[config.mk]
export PLATFORM = sky130hd
export DESIGN_NAME = gbm_cfg
export DESIGN_NICKNAME = d
export VERILOG_FILES = /design/src/hdl/gbm_pkg.sv /design/src/hdl/gbm_cfg.sv
export SDC_FILE = /design/constraint.sdc
export NUM_CORES = 1
export LEC_CHECK = 0
export BUFFER_PORTS_ARGS = -buffer_cell sky130_fd_sc_hd__buf_4
export CAP_MARGIN = 20
export CORE_ASPECT_RATIO = 0.9
export CORE_MARGIN = 2
export CORE_UTILIZATION = 50
export CTS_BUF_LIST = sky130_fd_sc_hd__clkbuf_8
export CTS_CLUSTER_DIAMETER = 100
export CTS_CLUSTER_SIZE = 10
export DETAILED_ROUTE_END_ITERATION = 8
export HOLD_SLACK_MARGIN = 0.06
export PLACE_DENSITY = 0.85
export REMOVE_ABC_BUFFERS = 1
export SYNTH_ARGS = -nofsm -noshare
export SYNTH_HDL_FRONTEND = slang
export SYNTH_SLANG_ARGS = --single-unit
[constraint.sdc]
create_clock -name clk -period 1 [get_ports clk]
set_input_delay 0.1 -clock clk [delete_from_list [all_inputs] [get_ports clk]]
set_output_delay 0.1 -clock clk [all_outputs]
set_load 0.01 [all_outputs]
[src/hdl/gbm_pkg.sv]
// Package for the grid bounding-box margin mask block.
// Holds item and configuration types, op codes and register indexes.
// No dependencies.
`default_nettype none

package gbm_pkg;

  localparam int COORD_W  = 6;
  localparam int EXTENT_W = 7;
  localparam int MARGIN_W = 4;
  localparam int CFG_IDX_W = 3;
  localparam int CFG_DATA_W = 7;

  localparam logic [1:0] OP_CLEAR = 2'd0;
  localparam logic [1:0] OP_LOAD  = 2'd1;
  localparam logic [1:0] OP_QUERY = 2'd2;

  localparam logic [CFG_IDX_W-1:0] CFG_GRID_WIDTH    = 3'd0;
  localparam logic [CFG_IDX_W-1:0] CFG_GRID_HEIGHT   = 3'd1;
  localparam logic [CFG_IDX_W-1:0] CFG_MARGIN_X_LOW  = 3'd2;
  localparam logic [CFG_IDX_W-1:0] CFG_MARGIN_X_HIGH = 3'd3;
  localparam logic [CFG_IDX_W-1:0] CFG_MARGIN_Y_LOW  = 3'd4;
  localparam logic [CFG_IDX_W-1:0] CFG_MARGIN_Y_HIGH = 3'd5;

  localparam logic [COORD_W-1:0] BOX_MIN_RST = 6'd63;
  localparam logic [COORD_W-1:0] BOX_MAX_RST = 6'd0;

  typedef struct packed {
    logic [1:0]         op;
    logic [COORD_W-1:0] cell_x;
    logic [COORD_W-1:0] cell_y;
    logic               occupied;
  } in_item_t;

  typedef struct packed {
    logic mask_bit;
    logic box_empty;
  } out_item_t;

  typedef struct packed {
    logic [EXTENT_W-1:0] grid_width;
    logic [EXTENT_W-1:0] grid_height;
    logic [MARGIN_W-1:0] margin_x_low;
    logic [MARGIN_W-1:0] margin_x_high;
    logic [MARGIN_W-1:0] margin_y_low;
    logic [MARGIN_W-1:0] margin_y_high;
  } cfg_t;

  typedef struct packed {
    logic found;
    logic hit;
  } box_stat_t;

endpackage

`default_nettype wire

[src/hdl/gbm_cfg.sv]
// Configuration registers of the grid bounding-box margin mask block.
// Depends on gbm_pkg.
`default_nettype none

module gbm_cfg (
  input  wire logic                             clk,
  input  wire logic                             rst_n,
  input  wire logic                             cfg_we,
  input  wire logic [gbm_pkg::CFG_IDX_W-1:0]    cfg_idx,
  input  wire logic [gbm_pkg::CFG_DATA_W-1:0]   cfg_wdata,
  output gbm_pkg::cfg_t                         cfg
);
  import gbm_pkg::*;

  cfg_t cfg_r, cfg_nxt;

  always_comb begin
    cfg_nxt = cfg_r;
    if (cfg_we) begin
      unique case (cfg_idx)
        CFG_GRID_WIDTH:    cfg_nxt.grid_width    = cfg_wdata;
        CFG_GRID_HEIGHT:   cfg_nxt.grid_height   = cfg_wdata;
        CFG_MARGIN_X_LOW:  cfg_nxt.margin_x_low  = cfg_wdata[MARGIN_W-1:0];
        CFG_MARGIN_X_HIGH: cfg_nxt.margin_x_high = cfg_wdata[MARGIN_W-1:0];
        CFG_MARGIN_Y_LOW:  cfg_nxt.margin_y_low  = cfg_wdata[MARGIN_W-1:0];
        CFG_MARGIN_Y_HIGH: cfg_nxt.margin_y_high = cfg_wdata[MARGIN_W-1:0];
        default:           cfg_nxt = cfg_r;
      endcase
    end
  end

  always_ff @(posedge clk) begin
    if (!rst_n) begin
      cfg_r.grid_width    <= 7'd64;
      cfg_r.grid_height   <= 7'd64;
      cfg_r.margin_x_low  <= 4'd1;
      cfg_r.margin_x_high <= 4'd1;
      cfg_r.margin_y_low  <= 4'd1;
      cfg_r.margin_y_high <= 4'd2;
    end else begin
      cfg_r <= cfg_nxt;
    end
  end

  assign cfg = cfg_r;

endmodule

`default_nettype wire

# Word level (Yosys, flattened, before mapping)
# Cells that the tools add are included.
# op_classes
reduce_logical	7
n_eq_ne	5
# op_table
op	count
$reduce_and 2->1	6
$eq 3x2->1 const B	2
$eq 3x3->1 const B	2
$eq 3x1->1 const B	1
$logic_not 3->1	1
# word_totals
reg_bits	30
word_cells	18

# Longest topological paths before layout
# depth
depth_word	2
ltp_mapped	4

# Worst setup path after synthesis
# Ideal clock, no wire load.
# synth_path
path_type	input -> register
start	in cfg_idx[1] (netlist name)
end	reg cfg_r, in the netlist cfg[25]
setup_slack_ns	0.226
stages	3
arrival_ns	0.702
n_path_buf	1
required_ns	0.928
cell_sequence	nor4b_2 buf_4 mux2i_1
# synth_between
elab_chain_cells	2
# synth_rtl
item	line_no	text
start, declared	gbm_cfg.sv:9	input wire logic [gbm_pkg::CFG_IDX_W-1:0] cfg_idx,
$logic_not 3->1	gbm_cfg.sv:20	unique case (cfg_idx)
$reduce_and 2->1 (no line)	n/a	
end signal, assigned	gbm_cfg.sv:41	cfg_r <= cfg_nxt;
end, declared	gbm_cfg.sv:15	cfg_t cfg_r, cfg_nxt;
# Every way passes these cells.
# A chain may end at the register's enable or synchronous reset.

# Worst setup path after layout
# layout_path
start	reg cfg_r, in the netlist cfg[26]
end	out cfg[26] (netlist name)
# layout_lines
item	line_no	text
end, declared	gbm_cfg.sv:11	output gbm_pkg::cfg_t cfg
# No word-level cell between the ends.

==> results.toml <==
[cells_and_area]
final_nets = 172
drive_gt1_share_pct = 32.7
stdcell_count = 186
ff_latch_area_um2 = 601
diodes = 0
largest_reg_flops = 30
fillers = 161
areaGrowthSynthToFinish_pct = 35.1
postLayoutCellArea_um2 = 1620
multi_input_area_um2 = 548

[power]
power_frac_seq_pct = 53.5
leakage_nw = 0.760
power.switching_mw = 0.519
internal_power_mw = 1.79
p_total_mw = 2.31
combPwrFrac_pct = 9.4
sw_frac_of_total_pct = 22.5
power.density_nw_per_um2 = 1430
clkPwrFrac_pct = 37.1
peakVddDrop_uv = 1210

[floorplan]
fp.coreArea_um2 = 2220
num_rows = 16
die_w_um = 55.6
start_util_pct = 53.8
dieArea_um2 = 2800
ios = 43
die_height_um = 50.4

[synth]
synth.area.top_cells = "dfxtp_1, mux2i_1, nand2_1, nor2b_1, and4bb_1"
synth_common_cells = "dfxtp_1, mux2i_1, nand2_1, nor2b_1, buf_2"
synth-simple-area-share_pct = 20.7
syn-cell-area_um2 = 1200
yosysTopAreaCellShare_pct = 50.2
yosysUniqueCellTypes = 14
synth_edf_count = 0
synth-seq-cells = 30
yosysSeqAreaShare_pct = 50.2
synth_top_cell_by_area = "dfxtp_1"
synth-compound-area-share_pct = 0
synth_xor_area_share_pct = 0
yosys_warnings = 0
synth_mux_area_share_pct = 25.1
ys.flop_type = "dfxtp_1"
async_flop_share_pct = 0
synthAdderAreaFrac_pct = 0
netlist_instances = 114
syn_avg_cell_area_um2 = 10.5
synth_top_family_by_area = "multiplexers"

[setup_path]
cp-end-kind = "output port"
cp.required_ns = 0.90
critPathMaxStageDelay_ns = 0.35
path_delay_family = "flip-flops"
cp-start-kind = "flop"
crit_path_top_delay_cell = "dfxtp_1"
r2r_slack_ns = 0.39
arrival_ns = 0.75
worstPathCellList = "buf_4"
crit_fanout = 2
crit_type = "reg -> out"
path_buf_inv = 1

[worst_hold_path]
min_path_type = "in -> reg"

[clock_tree]
cts_buffer_depth = 2
cts_sinks = 30
htree_levels = 2
cts_resized = 0
post_cts_buffers = 0
clk_latency_ns = 0.27
numCtsBuffers = 5
cts_hold_buf = 0
root_buffer = "clkbuf_8"
path_clk_slew_ns = 0.06
cts_tree = "done"

[global_route]
antenna_found_initial = 0
grt_usage_pct = 19.2
first_global_vias = 926
grt_max_degree = 36
grt.overflow.total = 0
grt_pass1_wl_um = 4120

[route]
routedWlPerCell_um = 12.9
drt_drc_violations_left = 0
routed_wl_um = 2410
firstDrtPassIters = 3
ant_nets = 0
viasPerCell = 4.90
via_count = 911
drt_iter0_drc = 8

[run]
cap_violations = 0

[timing]
relSlewSlack_pct = 78.9
tightest_slew_ns = 0.315
fin_crit_ns = 0.851
fin_worst_skew_ns = 0
drv_slew = 0
finalCritPeriodShare_pct = 85.1
hold_ws_ns = 0.108
fin_ws_ns = 0.149
finalHoldViolations = 0
rsz0062_at_grt = "no"
timing.fmax_mhz = 1170
setup_viol = 0

[placed_design]
portBuffers = 42
gp_routability_congestion = 0.714
dp_slack_ns = 0.00648
place_inst = 179
postPlaceCellArea_um2 = 1540
hpwl_um = 1710

[run_status]
status = "finished, final reports clean"
kinds of logic after synthesis:
family                 count (synthesis)
flip-flops                            30
multiplexers                          30
buffers and inverters                  8
AND/OR/NAND/NOR                       46
metrics by stage:
step                      TNS (ns)  util (%)
after floorplan             -0.912         -
after global placement           0      69.3
after detailed placement         0      69.3
after CTS                        0      72.7
after global routing             0      72.7
final                            0      72.7
power groups by stage:
| stage | combinational (mW) | sequential [mW] | clock (mW) |
|---|---|---|---|
| after floorplan | 0.0731 | 1.27 | 0 |
| after global placement | 0.212 | 1.26 | 0 |
| after detailed placement | 0.218 | 1.26 | 0 |
| after CTS | 0.220 | 1.24 | 0.870 |
| after global routing | 0.238 | 1.24 | 0.928 |
| final | 0.218 | 1.24 | 0.858 |
worst min-delay path: stages:
cell and delay, ns:
buf_4 0.08, nor2b_1 0.03, mux2i_1 0.11
layout by cell type (no fill, tap or decap):
master     count
dfxtp_1       30
mux2i_1       30
nand2_1       30
nor4b_2        1
inv_1          2
buf_12         1
nand4b_1       2
nor2b_1        9
buf_4         45
nand4bb_1      1
and4bb_1       2
and4b_1        1
clkbuf_8       5
final cells by class:
cell class                      count  area share (%)
Clock buffer                        5            4.26
Clock inverter                      2           0.464
Multi-Input combinational cell     76            33.9
Sequential cell                    30            37.2
Tap cell                           27            2.09
Timing Repair Buffer               46            22.1
worst paths after layout:
check                  startpoint              endpoint  depth (start not counted)
max reg2reg  cfg[29]$_SDFFE_PN1P_  cfg[29]$_SDFFE_PN1P_                          2
max          cfg[26]$_SDFFE_PN0P_               cfg[26]                          1
min reg2reg  cfg[21]$_SDFFE_PN0P_  cfg[21]$_SDFFE_PN0P_                          2
min                  cfg_wdata[1]   cfg[1]$_SDFFE_PN1P_                          3
metal layers:
| layer | track usage, % | vias to the layer above | wire length, um |
|---|---|---|---|
| met5 | 0 | - | 0 |
| met4 | 7.32 | 0 | 20 |
| met3 | 6.70 | 2 | 95 |
| met2 | 31.3 | 20 | 1150 |
| met1 | 23.5 | 418 | 1140 |
| li1 | - | 471 | - |
Power figures use the tool's default switching activity.
