### src/hdl/gbm_pkg.sv
// Package for the grid bounding-box margin mask block.
// Holds item and configuration types, op codes and register indexes.
// No dependencies.
`default_nettype none

package gbm_pkg;

  localparam int COORD_W  = 6;
  localparam int EXTENT_W = 7;
  localparam int MARGIN_W = 4;
  localparam int CFG_IDX_W = 3;
  localparam int CFG_DATA_W = 7;

  localparam logic [1:0] OP_CLEAR = 2'd0;
  localparam logic [1:0] OP_LOAD  = 2'd1;
  localparam logic [1:0] OP_QUERY = 2'd2;

  localparam logic [CFG_IDX_W-1:0] CFG_GRID_WIDTH    = 3'd0;
  localparam logic [CFG_IDX_W-1:0] CFG_GRID_HEIGHT   = 3'd1;
  localparam logic [CFG_IDX_W-1:0] CFG_MARGIN_X_LOW  = 3'd2;
  localparam logic [CFG_IDX_W-1:0] CFG_MARGIN_X_HIGH = 3'd3;
  localparam logic [CFG_IDX_W-1:0] CFG_MARGIN_Y_LOW  = 3'd4;
  localparam logic [CFG_IDX_W-1:0] CFG_MARGIN_Y_HIGH = 3'd5;

  localparam logic [COORD_W-1:0] BOX_MIN_RST = 6'd63;
  localparam logic [COORD_W-1:0] BOX_MAX_RST = 6'd0;

  typedef struct packed {
    logic [1:0]         op;
    logic [COORD_W-1:0] cell_x;
    logic [COORD_W-1:0] cell_y;
    logic               occupied;
  } in_item_t;

  typedef struct packed {
    logic mask_bit;
    logic box_empty;
  } out_item_t;

  typedef struct packed {
    logic [EXTENT_W-1:0] grid_width;
    logic [EXTENT_W-1:0] grid_height;
    logic [MARGIN_W-1:0] margin_x_low;
    logic [MARGIN_W-1:0] margin_x_high;
    logic [MARGIN_W-1:0] margin_y_low;
    logic [MARGIN_W-1:0] margin_y_high;
  } cfg_t;

  typedef struct packed {
    logic found;
    logic hit;
  } box_stat_t;

endpackage

`default_nettype wire

### src/hdl/gbm_box.sv
// Running bounding box of occupied cells and the widened-box test for queries.
// Depends on gbm_pkg.
`default_nettype none

module gbm_box (
  input  wire logic                        clk,
  input  wire logic                        rst_n,
  input  wire gbm_pkg::cfg_t               cfg,
  input  wire logic                        box_clr,
  input  wire logic                        box_upd,
  input  wire logic [gbm_pkg::COORD_W-1:0] cell_x,
  input  wire logic [gbm_pkg::COORD_W-1:0] cell_y,
  output gbm_pkg::box_stat_t               stat
);
  import gbm_pkg::*;

  logic [COORD_W-1:0] min_x_r, max_x_r, min_y_r, max_y_r;
  logic [COORD_W-1:0] min_x_nxt, max_x_nxt, min_y_nxt, max_y_nxt;
  logic               found_r, found_nxt;
  logic [COORD_W:0]   lo_x, hi_x, lo_y, hi_y;

  always_comb begin
    min_x_nxt = min_x_r;
    max_x_nxt = max_x_r;
    min_y_nxt = min_y_r;
    max_y_nxt = max_y_r;
    found_nxt = found_r;
    priority if (box_clr) begin
      min_x_nxt = BOX_MIN_RST;
      max_x_nxt = BOX_MAX_RST;
      min_y_nxt = BOX_MIN_RST;
      max_y_nxt = BOX_MAX_RST;
      found_nxt = 1'b0;
    end else if (box_upd) begin
      if (!found_r || cell_x < min_x_r) min_x_nxt = cell_x;
      if (!found_r || cell_x > max_x_r) max_x_nxt = cell_x;
      if (!found_r || cell_y < min_y_r) min_y_nxt = cell_y;
      if (!found_r || cell_y > max_y_r) max_y_nxt = cell_y;
      found_nxt = 1'b1;
    end
  end

  always_ff @(posedge clk) begin
    if (!rst_n) begin
      min_x_r <= BOX_MIN_RST;
      max_x_r <= BOX_MAX_RST;
      min_y_r <= BOX_MIN_RST;
      max_y_r <= BOX_MAX_RST;
      found_r <= 1'b0;
    end else begin
      min_x_r <= min_x_nxt;
      max_x_r <= max_x_nxt;
      min_y_r <= min_y_nxt;
      max_y_r <= max_y_nxt;
      found_r <= found_nxt;
    end
  end

  // low margins move to the query side so nothing goes below zero
  assign lo_x = {1'b0, cell_x} + {3'b000, cfg.margin_x_low};
  assign hi_x = {1'b0, max_x_r} + {3'b000, cfg.margin_x_high};
  assign lo_y = {1'b0, cell_y} + {3'b000, cfg.margin_y_low};
  assign hi_y = {1'b0, max_y_r} + {3'b000, cfg.margin_y_high};

  assign stat.found = found_r;
  assign stat.hit   = found_r
                      && (lo_x >= {1'b0, min_x_r}) && ({1'b0, cell_x} <= hi_x)
                      && (lo_y >= {1'b0, min_y_r}) && ({1'b0, cell_y} <= hi_y);

endmodule

`default_nettype wire

### config.mk
export PLATFORM = sky130hd
export DESIGN_NAME = gbm_box
export DESIGN_NICKNAME = d
export VERILOG_FILES = /design/src/hdl/gbm_pkg.sv /design/src/hdl/gbm_box.sv
export SDC_FILE = /design/constraint.sdc
export NUM_CORES = 1
export LEC_CHECK = 0
export ABC_AREA = 1
export BUFFER_PORTS_ARGS = -buffer_cell sky130_fd_sc_hd__buf_2
export CAP_MARGIN = 10
export CORE_AREA = 2 2 61 86
export DETAILED_ROUTE_END_ITERATION = 12
export DIE_AREA = 0 0 63 88
export GPL_TIMING_DRIVEN = 0
export PLACE_DENSITY = 0.88
export SLEW_MARGIN = 10
export SYNTH_ARGS = -nofsm -noshare
export SYNTH_HDL_FRONTEND = slang
export SYNTH_SLANG_ARGS = --single-unit
### constraint.sdc
create_clock -name clk -period 3.6 [get_ports clk]
set_input_delay 0.18 -clock clk [delete_from_list [all_inputs] [get_ports clk]]
set_output_delay 0.18 -clock clk [all_outputs]
set_load 0.01 [all_outputs]
**Word-level counts from Yosys, hierarchy flattened**

Cells that the tools add are included.

- Add/sub/neg operators: 4
- Bitwise logic cells: 1
- Reduce and logical (&&, ||, !) cells: 14
- Order comparisons: 8

Operators by type and width:

| operator | count |
|---|---|
| 6-bit by 4-bit adder with 7-bit output | 4 |
| 7-bit by 6-bit >= comparator with 1-bit output | 2 |
| 6-bit by 7-bit <= comparator with 1-bit output | 2 |
| 6-bit greater-than comparator | 2 |
| 6-bit < comparator | 2 |
| 2-bit AND reduction | 4 |
| 1-bit logical AND | 4 |
| 1-bit logical OR | 4 |
| 2-bit OR reduction | 1 |
| 1-bit zero test | 1 |
| 1-bit NOT | 1 |

- Output and inout port bits: 2
- Logic and storage cells: 32
- Bits in registers: 25
- Input port bits: 46

**Depth between registers and ports, before layout**

Gate-level depths: netlist (run 1).

- Depth in word-level cells: 6
- Depth in mapped cells: 16
- Gate-level depth less buffers: 16

**Worst setup path after synthesis (run 1)**

No wires, ideal clock.

- Path kind: reg-to-output
- Start point: register max_y_r[0]
- End point: output port stat[0] (netlist name)
- Cell stages (with the launch flop): 16
- Data required time: 3.420 ns
- Slack: 1.405 ns
- Arrival time: 2.015 ns
- Path buffers: 0
- Path through: dfxtp_1 -> ha_1 -> fa_1 -> nand3_1 -> nand2_1 -> xor2_1 -> ha_1 -> nand2_1 -> inv_1 -> nand2_1 -> nand2_1 -> nand2_1 -> nand2_1 -> nand2_1 -> nand2_1 -> nor2_1

RTL lines:

| element | RTL line | text |
|---|---|---|
| start: declaration | gbm_box.sv:17 | `logic [COORD_W-1:0] min_x_r, max_x_r, min_y_r, max_y_r;` |
| start signal: assignment | gbm_box.sv:54 | `max_y_r <= max_y_nxt;` |
| end: declaration | gbm_box.sv:13 | `output gbm_pkg::box_stat_t stat` |

==> run summary, run 1 <==
Initial antenna violation count: 0
Status: complete, no violations
WL/cell: 12.3 um
DR vias: 2709
Worst Skew: 0.00707 ns
Arrival time worst endpoint: 2.62 ns
Ratio of cells with drive above 1 in the final layout: 11.9%
Crit-path max FO: 3
Area Growth Syn to Fin: 9.95%
Vias per cell: 5.25
Wire length of the first global-routing pass: 11000 um
Syn_area_per_cell: 6.92 um2
Critical path class: flop to primary output
Total global routing overflow: 0
Synth top area cells: ha_1 (27%), dfxtp_1 (17%), nand2_1 (12%)
Multi-input logic area: 2060 um2
Fin cells: 516
Num Clock Sinks: 25
HPWL Detailed: 5290 um
TritonCTS buffer count: 3
Area of the mapped netlist: 2880 um2
Main synth FF type: dfxtp_1
Site row count: 30
FF-to-FF setup slack: 1.92 ns
Max-cap violations: 0
Startpoint type of the worst setup path: flop
Max-slew violation count: 0
Largest net degree at the start of global routing: 15
Reg2reg start: max_y_r[5]$_SDFFE_PP0P_
Final worst-path cycle share: 77.7%
Synth cell count leaders: nand2_1 (95), inv_1 (65), ha_1 (62), nand3_1 (49), a21oi_1 (35)
Number of primary I/O pins: 48
Tot Pwr: 0.788 mW
Dpl cells: 512
Final setup viols: 0
Total leakage power: 1.82 nW
Post-CTS sizing: 0
Sequential area share after synthesis: 17.4%
Req. time, crit path: 3.42 ns
Endpoints failing hold: 0
Drt total wl: 6350 um
Ant diodes: 0
Root buffer cell: clkbuf_8
Worst hold start: cell_y[0]
Die width: 63 um
Async SR Flop Fraction: 0%
IO buf count: 32
Syn Inst Count: 416
Post-synth EDFFs: 0
Initial core utilization: 60.4%
Peak supply drop: 0.134 mV
Die H: 88 um
Hold worst-path end: min_y_r[0]$_SDFFE_PP1P_
Initial DRC Count: 67
Ys Warns: 0
Die area: 5540 um2
GPL Wtd Cong: 0.825
Worst setup EP type: primary output
Vias in the first global route: 2716
Max transition margin: 61.9%
Top-area cell type share of the netlist area: 26.9%
Pwr dens: 249 nW/um2
Area leader, netlist: ha_1
Overall Global Routing Usage: 24.5%
Worst reg2reg path endpoint: max_y_r[1]$_SDFFE_PP0P_
H-tree depth: 1
Top-count cell post-synth: nand2_1
Reg clk slew, reported paths: 0.09 ns
Synthesized Nets: 528
Max Buffers Root-to-Sink: 2
Core ar.: 4770 um2
Hold path cells: 3
Final net count: 565
CTS tree: done
Fmax: 0.358 GHz
RSZ-0062 raised after global routing: false
FF/Latch Area: 500 um2
Final min period: 2.80 ns
DRC viols: 0
Worst hold path type: input port to flop
Total negative slack: 0 ns
Worst hold slack: 0.201 ns
Netlist cell types: 29
Hold-fix buffers at CTS: 0
Post-CTS setup buffers: 0
Drt pass-1 iters: 4
Fillers: 466
FF-to-FF path depth: 12
Final ANT Viol Nets: 0
Register bit total from synthesis: 25
Worst slew pin tran: 0.569 ns
Worst skew pair latency: 0.27 ns
Fin util: 66.4%
critical path, cell delays in order, from the launching register on:
cell	delay [ns]
dfxtp_1	0.35
ha_1	0.22
fa_1	0.41
nand3_1	0.10
nand2_1	0.10
xor2_1	0.17
ha_1	0.30
nand2_1	0.07
nor3_1	0.20
a31oi_1	0.07
nand2_1	0.07
nand2_1	0.08
nor2_1	0.09
buf_2	0.14
where the power goes:
part	switching [mW]	total [mW]	leakage (nW)	internal, mW
registers	0.0115	0.301	0.205	0.289
clock network	0.0868	0.164	0.0255	0.0774
logic	0.187	0.323	1.59	0.137
metal layers:
layer	wire (um)	GRT usage [%]	part of all wire [%]	up-vias
met2	3300	49.8	52	44
met4	218	12.1	3.4	0
met3	179	1.29	2.8	14
met1	2650	25.1	42	1224
met5	0	0	0	-
li1	-	-	-	1427
per-stage QoR:
stage,instance area (um2),setup WS (ns)
after floorplan,2880,1.41
after global placement,3120,1.13
after detailed placement,3120,1.10
after CTS,3170,0.785
after global routing,3170,0.580
final,3170,0.803
cell type report:
type	count	share of cell area, %
buffer	9	2.13
clock buffer	3	1.30
clock inverter	1	0.158
inverter	67	7.94
multi-input combinational	315	65.1
sequential	25	15.8
tap	64	2.53
timing repair buffer	32	5.06
sequential cells by signal, indices dropped and copies added (netlist names):
| signal | cells |
|---|---|
| found_r | 1 |
| min_y_r | 6 |
| max_y_r | 6 |
| max_x_r | 6 |
| min_x_r | 6 |
layout by cell type, fill, tap and decap left out, types with 3 or more instances in the layout:
master,n
a21oi_1,35
dfxtp_1,25
buf_6,3
nand3_1,49
nor2_1,25
fa_1,4
inv_1,65
clkbuf_8,3
ha_1,62
xnor2_1,8
nand2_2,4
o21a_1,3
xor2_1,8
a31oi_1,3
buf_2,35
nand2_1,95
a21boi_0,3
worst max path at each step:
stage,start,endpoint,slack [ns]
2_1_floorplan,max_y_r[0]$_SDFFE_PP0P_,stat[0],1.41
3_3_place_gp,cell_y[0],stat[0],1.13
3_5_place_dp,cell_y[0],stat[0],1.10
4_1_cts,max_y_r[0]$_SDFFE_PP0P_,stat[0],0.78
5_1_grt,max_y_r[0]$_SDFFE_PP0P_,stat[0],0.58
6_report,max_y_r[0]$_SDFFE_PP0P_,stat[0],0.80
cell families (layout without fill, tap and decap cells):
| logic type | after synthesis | count (layout) | synth area share [%] |
|---|---|---|---|
| AOI/OAI and AO/OA | 51 | 51 | 9.77 |
| xor gates and xnor gates | 16 | 16 | 4.87 |
| adders and majority gates | 66 | 66 | 29.7 |
| buffers and inverters | 76 | 112 | 11.1 |
| DFF | 25 | 25 | 17.4 |
| and+or+nand+nor | 182 | 182 | 27.2 |
Note: power is estimated with default switching activity, not from simulation.
==> run 2: changes to the inputs <==
Settings changed: ABC_AREA 1 to 0, CORE_AREA 2 2 61 86 to 2 2 66 93, DIE_AREA 0 0 63 88 to 0 0 68 95, PLACE_DENSITY 0.88 to 0.78.
Clock period 3.6 ns to 2.5 ns, I/O delays scaled along.
==> run summary, run 2 <==
Max transition margin: 54.6% (-7.3 points)
Ant diodes: 0 (unchanged)
Dpl ws: -0.410 ns (-1.51 ns)
Vias in the first global route: 2441 (-10%)
Total leakage power: 1.56 nW (-14%)
DRC viols: 0 (unchanged)
Top-area cell type share of the netlist area: 27.5% (+0.57 points)
Largest net degree at the start of global routing: 14 (-1)
Die width: 68 um (+7.9%)
Final worst-path cycle share: 121%
Site row count: 33 (+10%)
Syn Inst Count: 314 (-25%)
Top-count cell post-synth: ha_1
Final setup viols: 1 (+1)
Worst reg2reg path endpoint: max_y_r[1]$_SDFFE_PP0P_
Hold worst-path end: max_x_r[1]$_SDFFE_PP0P_
Failing checks: negative setup slack
Req. time, crit path: 2.38 ns (-1.04 ns)
Worst path most repeated cell: a21o_1
WL/cell: 14.7 um (+20%)
Crit-path max FO: 2 (-1)
Pwr dens: 357 nW/um2 (+43%)
Synthesized Nets: 426 (-19%)
IO buf count: 33 (+3.1%)
H-tree depth: 1 (unchanged)
Max Buffers Root-to-Sink: 2 (unchanged)
Max stage delay on crit path: 0.35 ns (-0.06 ns)
Number of primary I/O pins: 48 (unchanged)
Fmax: 0.331 GHz
DR vias: 2377 (-12%)
Endpoints failing hold: 0 (unchanged)
Peak supply drop: 0.194 mV (+44%)
Area of the mapped netlist: 2820 um2 (-2.1%)
Worst hold start: rst_n
Drt pass-1 iters: 4 (unchanged)
Critical path, cell by cell: ha_4 -> fa_2 -> a21o_1 -> a21oi_2 -> xnor2_2 -> ha_1 -> a21o_1 -> a211oi_2 -> o32a_1 -> and4_1 -> buf_2
Arrival time worst endpoint: 2.89 ns (+0.27 ns)
Ys Warns: 0 (unchanged)
Drt total wl: 6250 um (-1.6%)
Wire length of the first global-routing pass: 10600 um (-3.9%)
Final min period: 3.02 ns
Max-cap violations: 0 (unchanged)
Area Growth Syn to Fin: 13.3%
Synth cell count leaders: ha_1 (62), inv_1 (43), dfxtp_1 (25), o21ai_0 (21), nand3_1 (19)
Total global routing overflow: 0 (unchanged)
Overall Global Routing Usage: 21.1% (-3.3 points)
Worst skew pair latency: 0.27 ns (about the same)
FF-to-FF setup slack: 0.63 ns (-1.29 ns)
Synth top area cells: ha_1 (28%), dfxtp_1 (18%), inv_1 (5.7%)
Commonest non-fill, non-tap cell in the layout: ha_1
Startpoint type of the worst setup path: flop
Worst Skew: 0.00470 ns (-0.00236 ns)
Hold-fix buffers at CTS: 0 (unchanged)
Syn_area_per_cell: 8.98 um2 (+30%)
Status: complete, but fails checks
Total negative slack: -0.517 ns (-0.517 ns)
Worst hold path type: input port to flop
Hold path cells: 3 (unchanged)
Final net count: 467 (-17%)
GPL Wtd Cong: 0.790 (-4.3%)
Vias per cell: 5.61 (+6.8%)
Critical path startpoint: max_y_r[0]$_SDFFE_PP0P_
Max-slew violation count: 0 (unchanged)
CP max-delay cell: dfxtp_2
Reg clk slew, reported paths: 0.09 ns (about the same)
Async SR Flop Fraction: 0% (unchanged)
Dpl cells: 417 (-19%)
Initial antenna violation count: 0 (unchanged)
CTS tree: done
Main synth FF type: dfxtp_1
Initial DRC Count: 49 (-27%)
Post-synth EDFFs: 0 (unchanged)
Die H: 95 um (+8.0%)
Worst setup EP type: primary output
Worst slew pin tran: 0.681 ns (+0.112 ns)
Die area: 6460 um2 (+17%)
HPWL Detailed: 4930 um (-6.7%)
Register bit total from synthesis: 25 (unchanged)
Initial core utilization: 49.5% (-11 points)
Ratio of cells with drive above 1 in the final layout: 24.0% (+12 points)
Fin cells: 424 (-18%)
Root buffer cell: clkbuf_8
RSZ-0062 raised after global routing: true
Area leader, netlist: ha_1
Critical path class: flop to primary output
Final ANT Viol Nets: 0 (unchanged)
Num Clock Sinks: 25 (unchanged)
Fin util: 56.1% (-10 points)
Reg2reg start: max_y_r[4]$_SDFFE_PP0P_
Netlist cell types: 44 (+52%)
Most frequent cells in the layout: ha_1 (61), inv_1 (43), buf_2 (35)
Core ar.: 5700 um2 (+20%)
FF-to-FF path depth: 8 (-4)
Worst Slack Setup Final: -0.517 ns (-1.32 ns)
Sequential area share after synthesis: 17.7% (+0.37 points)
TritonCTS buffer count: 3 (unchanged)
==> run 2: cells by family after synthesis <==
logic type,Yosys count,share of synthesized area [%]
buf+inv,53,8.07
compound gates,96,27.5
flops,25,17.7
xor+xnor,16,4.97
fa+ha+maj,66,30.3
simple gates,58,11.4
==> run 2: how the worst max path moves through the flow <==
stage / slack [ns] / end / depth (start not counted)
floorplan: 0.004 / stat[0] / 10
global placement: -0.42 / stat[0] / 11
detailed placement: -0.41 / stat[0] / 11
CTS: -0.48 / stat[0] / 11
global route: -0.65 / stat[0] / 11
finish: -0.52 / stat[0] / 11
==> run 2: layer usage <==
layer	routed length, um	global-route usage (%)	up-vias
li1	-	-	1206
met1	2710	25.1	1115
met2	3230	39.2	47
met3	195	1.55	9
met4	112	6.17	0
met5	0	0	-
==> run 2: stage by stage <==
stage | hold WS, ns | power, mW | instance area (um2)
floorplan | 0.241 | 0.761 | 2820
global placement | 0.427 | 0.865 | 3080
detailed placement | 0.432 | 0.886 | 3080
CTS | 0.145 | 1.14 | 3170
global route | 0.166 | 1.23 | 3200
finish | 0.150 | 1.14 | 3200
==> run 2: repair_timing <==
item	in CTS	in global routing
setup endpoints to repair	1	1
pin swaps	7	5
endpoints found under the hold margin	0	0
resized for setup	10	4
buffers inserted	2	1
==> run 2: cell type report <==
cell class              count  area, um2
repair buffers             36        188
fillers                   532       2500
well taps                  70       87.6
multi-input cells         236       2150
inverters                  43        161
plain buffers              10       66.3
clock buffers               4       45.0
flip-flops and latches     25        502
==> run 2: where the power goes <==
group	switching (mW)	internal, mW	total (mW)	leakage (nW)
clock network	0.132	0.114	0.246	0.0228
registers	0.0108	0.417	0.427	0.205
logic	0.262	0.205	0.467	1.33
==> run 2: critical path, delay by kind of cell, from the launching register on <==
| kind | cells | cell delay, ns |
|---|---|---|
| buffers and inverters | 1 | 0.13 |
| AO/OA/AOI/OAI | 5 | 1.06 |
| adder cells (fa/ha/maj) | 3 | 0.79 |
| flip-flops | 1 | 0.35 |
| AND/OR/NAND/NOR | 1 | 0.17 |
| XOR/XNOR | 1 | 0.14 |
==> run 3: changes to the inputs <==
==> constraint.sdc (replaced) <==
create_clock -name clk -period 2.5 [get_ports clk]
set_input_delay 0.5 -clock clk [delete_from_list [all_inputs] [get_ports clk]]
set_output_delay 0.5 -clock clk [all_outputs]
set_load 0.01 [all_outputs]
==> run summary, run 3 (same netlist as run 2, synthesis figures left out) <==
Status: complete, but fails checks
Failing checks: negative setup slack
Die width: 68 um (unchanged)
Number of primary I/O pins: 48 (unchanged)
DR vias: 2343 (-1.4%)
Hold-fix buffers at CTS: 0 (unchanged)
Worst reg2reg path endpoint: max_y_r[3]$_SDFFE_PP0P_
Max transition margin: 54.5% (-0.14 points)
Initial antenna violation count: 0 (unchanged)
Endpoints failing hold: 0 (unchanged)
WL/cell: 14.2 um (-3.8%)
Initial DRC Count: 49 (unchanged)
Final worst-path cycle share: 136% (+15 points)
Worst Skew: 0.00171 ns (-0.00300 ns)
Total leakage power: 1.55 nW (-0.21%)
Fin util: 56.4% (+0.31 points)
Total global routing overflow: 0 (unchanged)
Die H: 95 um (unchanged)
RSZ-0062 raised after global routing: true
FF-to-FF setup slack: 0.67 ns (+0.04 ns)
Reg clk slew, reported paths: 0.09 ns (about the same)
Commonest non-fill, non-tap cell in the layout: ha_1
Max stage delay on crit path: 0.35 ns (about the same)
FF-to-FF path depth: 8 (unchanged)
Critical path startpoint: max_y_r[0]$_SDFFE_PP0P_
Num Clock Sinks: 25 (unchanged)
Critical path buffers and inverters: 1 (unchanged)
Final ANT Viol Nets: 0 (unchanged)
Critical path, cell by cell: ha_4 -> fa_2 -> a21o_1 -> a21oi_2 -> xnor2_1 -> ha_1 -> a21o_1 -> a211oi_2 -> o32a_1 -> and4_1 -> buf_2
Arrival time worst endpoint: 2.90 ns (about the same)
Drt pass-1 iters: 4 (unchanged)
CP max-delay cell: dfxtp_2
Req. time, crit path: 2.00 ns (-0.38 ns)
Site row count: 33 (unchanged)
Worst setup EP type: primary output
Area Growth Syn to Fin: 13.9%
Met2 usage: 39.1% (-0.16 points)
HPWL Detailed: 4900 um (-0.63%)
Worst path most repeated cell: a21o_1
Core ar.: 5700 um2 (unchanged)
Final min period: 3.40 ns (+0.378 ns)
Final setup viols: 1 (unchanged)
Peak supply drop: 0.247 mV (+27%)
Overall Global Routing Usage: 20.3% (-0.83 points)
IO buf count: 33 (unchanged)
Die area: 6460 um2 (unchanged)
DRC viols: 0 (unchanged)
Wire length of the first global-routing pass: 10200 um (-3.5%)
GR Util met1: 23.7% (-1.4 points)
Tot Pwr: 1.14 mW (+0.33%)
Vias in the first global route: 2385 (-2.3%)
Reg2reg start: max_y_r[4]$_SDFFE_PP0P_
Drt total wl: 6020 um (-3.6%)
GR Util met3: 1.43% (-0.12 points)
Root buffer cell: clkbuf_8
Vias per cell: 5.51 (-1.7%)
Max-slew violation count: 0 (unchanged)
Most frequent cells in the layout: ha_1 (60), inv_1 (43), buf_2 (35)
Cell depth of the worst setup path: 11 (unchanged)
Critical path class: flop to primary output
Startpoint type of the worst setup path: flop
GPL Wtd Cong: 0.788 (-0.22%)
Worst Slack Setup Final: -0.895 ns (-0.378 ns)
TritonCTS buffer count: 3 (unchanged)
Crit-path max FO: 2 (unchanged)
Ratio of cells with drive above 1 in the final layout: 25.6% (+1.6 points)
CP delay by family, top: compound AO/OA/AOI/OAI gates
Worst setup endpoint: stat[0]
Final net count: 468 (+0.21%)
Max-cap violations: 0 (unchanged)
CTS tree: done
Ant diodes: 0 (unchanged)
H-tree depth: 1 (unchanged)
Worst skew pair latency: 0.27 ns (about the same)
Max Buffers Root-to-Sink: 2 (unchanged)
Worst hold slack: 0.487 ns (+0.338 ns)
Layer with the highest usage: met2
Largest net degree at the start of global routing: 14 (unchanged)
Fmax: 0.295 GHz (-11%)
Worst slew pin tran: 0.683 ns (+0.00207 ns)
Initial core utilization: 49.5% (unchanged)
Pwr dens: 356 nW/um2 (-0.22%)
Dpl ws: -0.918 ns (-0.508 ns)
Worst hold path type: flop to flop
## run 3: layout make-up
class                           count  area [um2]
Multi-Input combinational cell    236        2150
Fill cell                         525        2480
Buffer                             10        66.3
Tap cell                           70        87.6
Timing Repair Buffer               37         195
Sequential cell                    25         503
Inverter                           43         161
Clock buffer                        4        45.0
## run 3: where the power goes
group	internal [mW]	switching [mW]	leakage, nW	total (mW)
sequential	0.417	0.0104	0.206	0.427
combinational	0.208	0.263	1.33	0.471
clock	0.114	0.132	0.0228	0.246
## run 3: stage by stage
step                      area [um2]  setup TNS, ns  instances
final                           3210         -0.895        425
after global routing            3210          -1.01        425
after CTS                       3210         -0.851        425
after detailed placement        3110         -0.918        417
after global placement          3110         -0.852        417
after floorplan                 2860         -0.405        314
## run 3: how the worst min path moves through the flow
stage               depth (start not counted)               startpoint                 endpoint
floorplan                                   2  max_x_r[0]$_SDFFE_PP0P_  max_x_r[0]$_SDFFE_PP0P_
finish                                      2  max_x_r[0]$_SDFFE_PP0P_  max_x_r[0]$_SDFFE_PP0P_
global placement                            2  max_x_r[0]$_SDFFE_PP0P_  max_x_r[0]$_SDFFE_PP0P_
global route                                2  max_x_r[0]$_SDFFE_PP0P_  max_x_r[0]$_SDFFE_PP0P_
CTS                                         2  max_x_r[0]$_SDFFE_PP0P_  max_x_r[0]$_SDFFE_PP0P_
detailed placement                          2  max_x_r[0]$_SDFFE_PP0P_  max_x_r[0]$_SDFFE_PP0P_
## run 3: timing repair
item | CTS | global route
setup endpoints to repair | 1 | 1
pin swaps | 6 | 2
resized for setup | 10 | 0
buffers inserted | 4 | 0
## run 3: tightest hold or removal path, stage by stage, from the launching register on
cell	delay, ns
dfxtp_1	0.34
nand2_1	0.06
o21ai_1	0.05
## run 3: metal layers
layer	vias to the layer above	wire, um
met1	1098	2690
met5	-	0
met2	26	3180
met3	5	99
li1	1214	-
met4	0	53
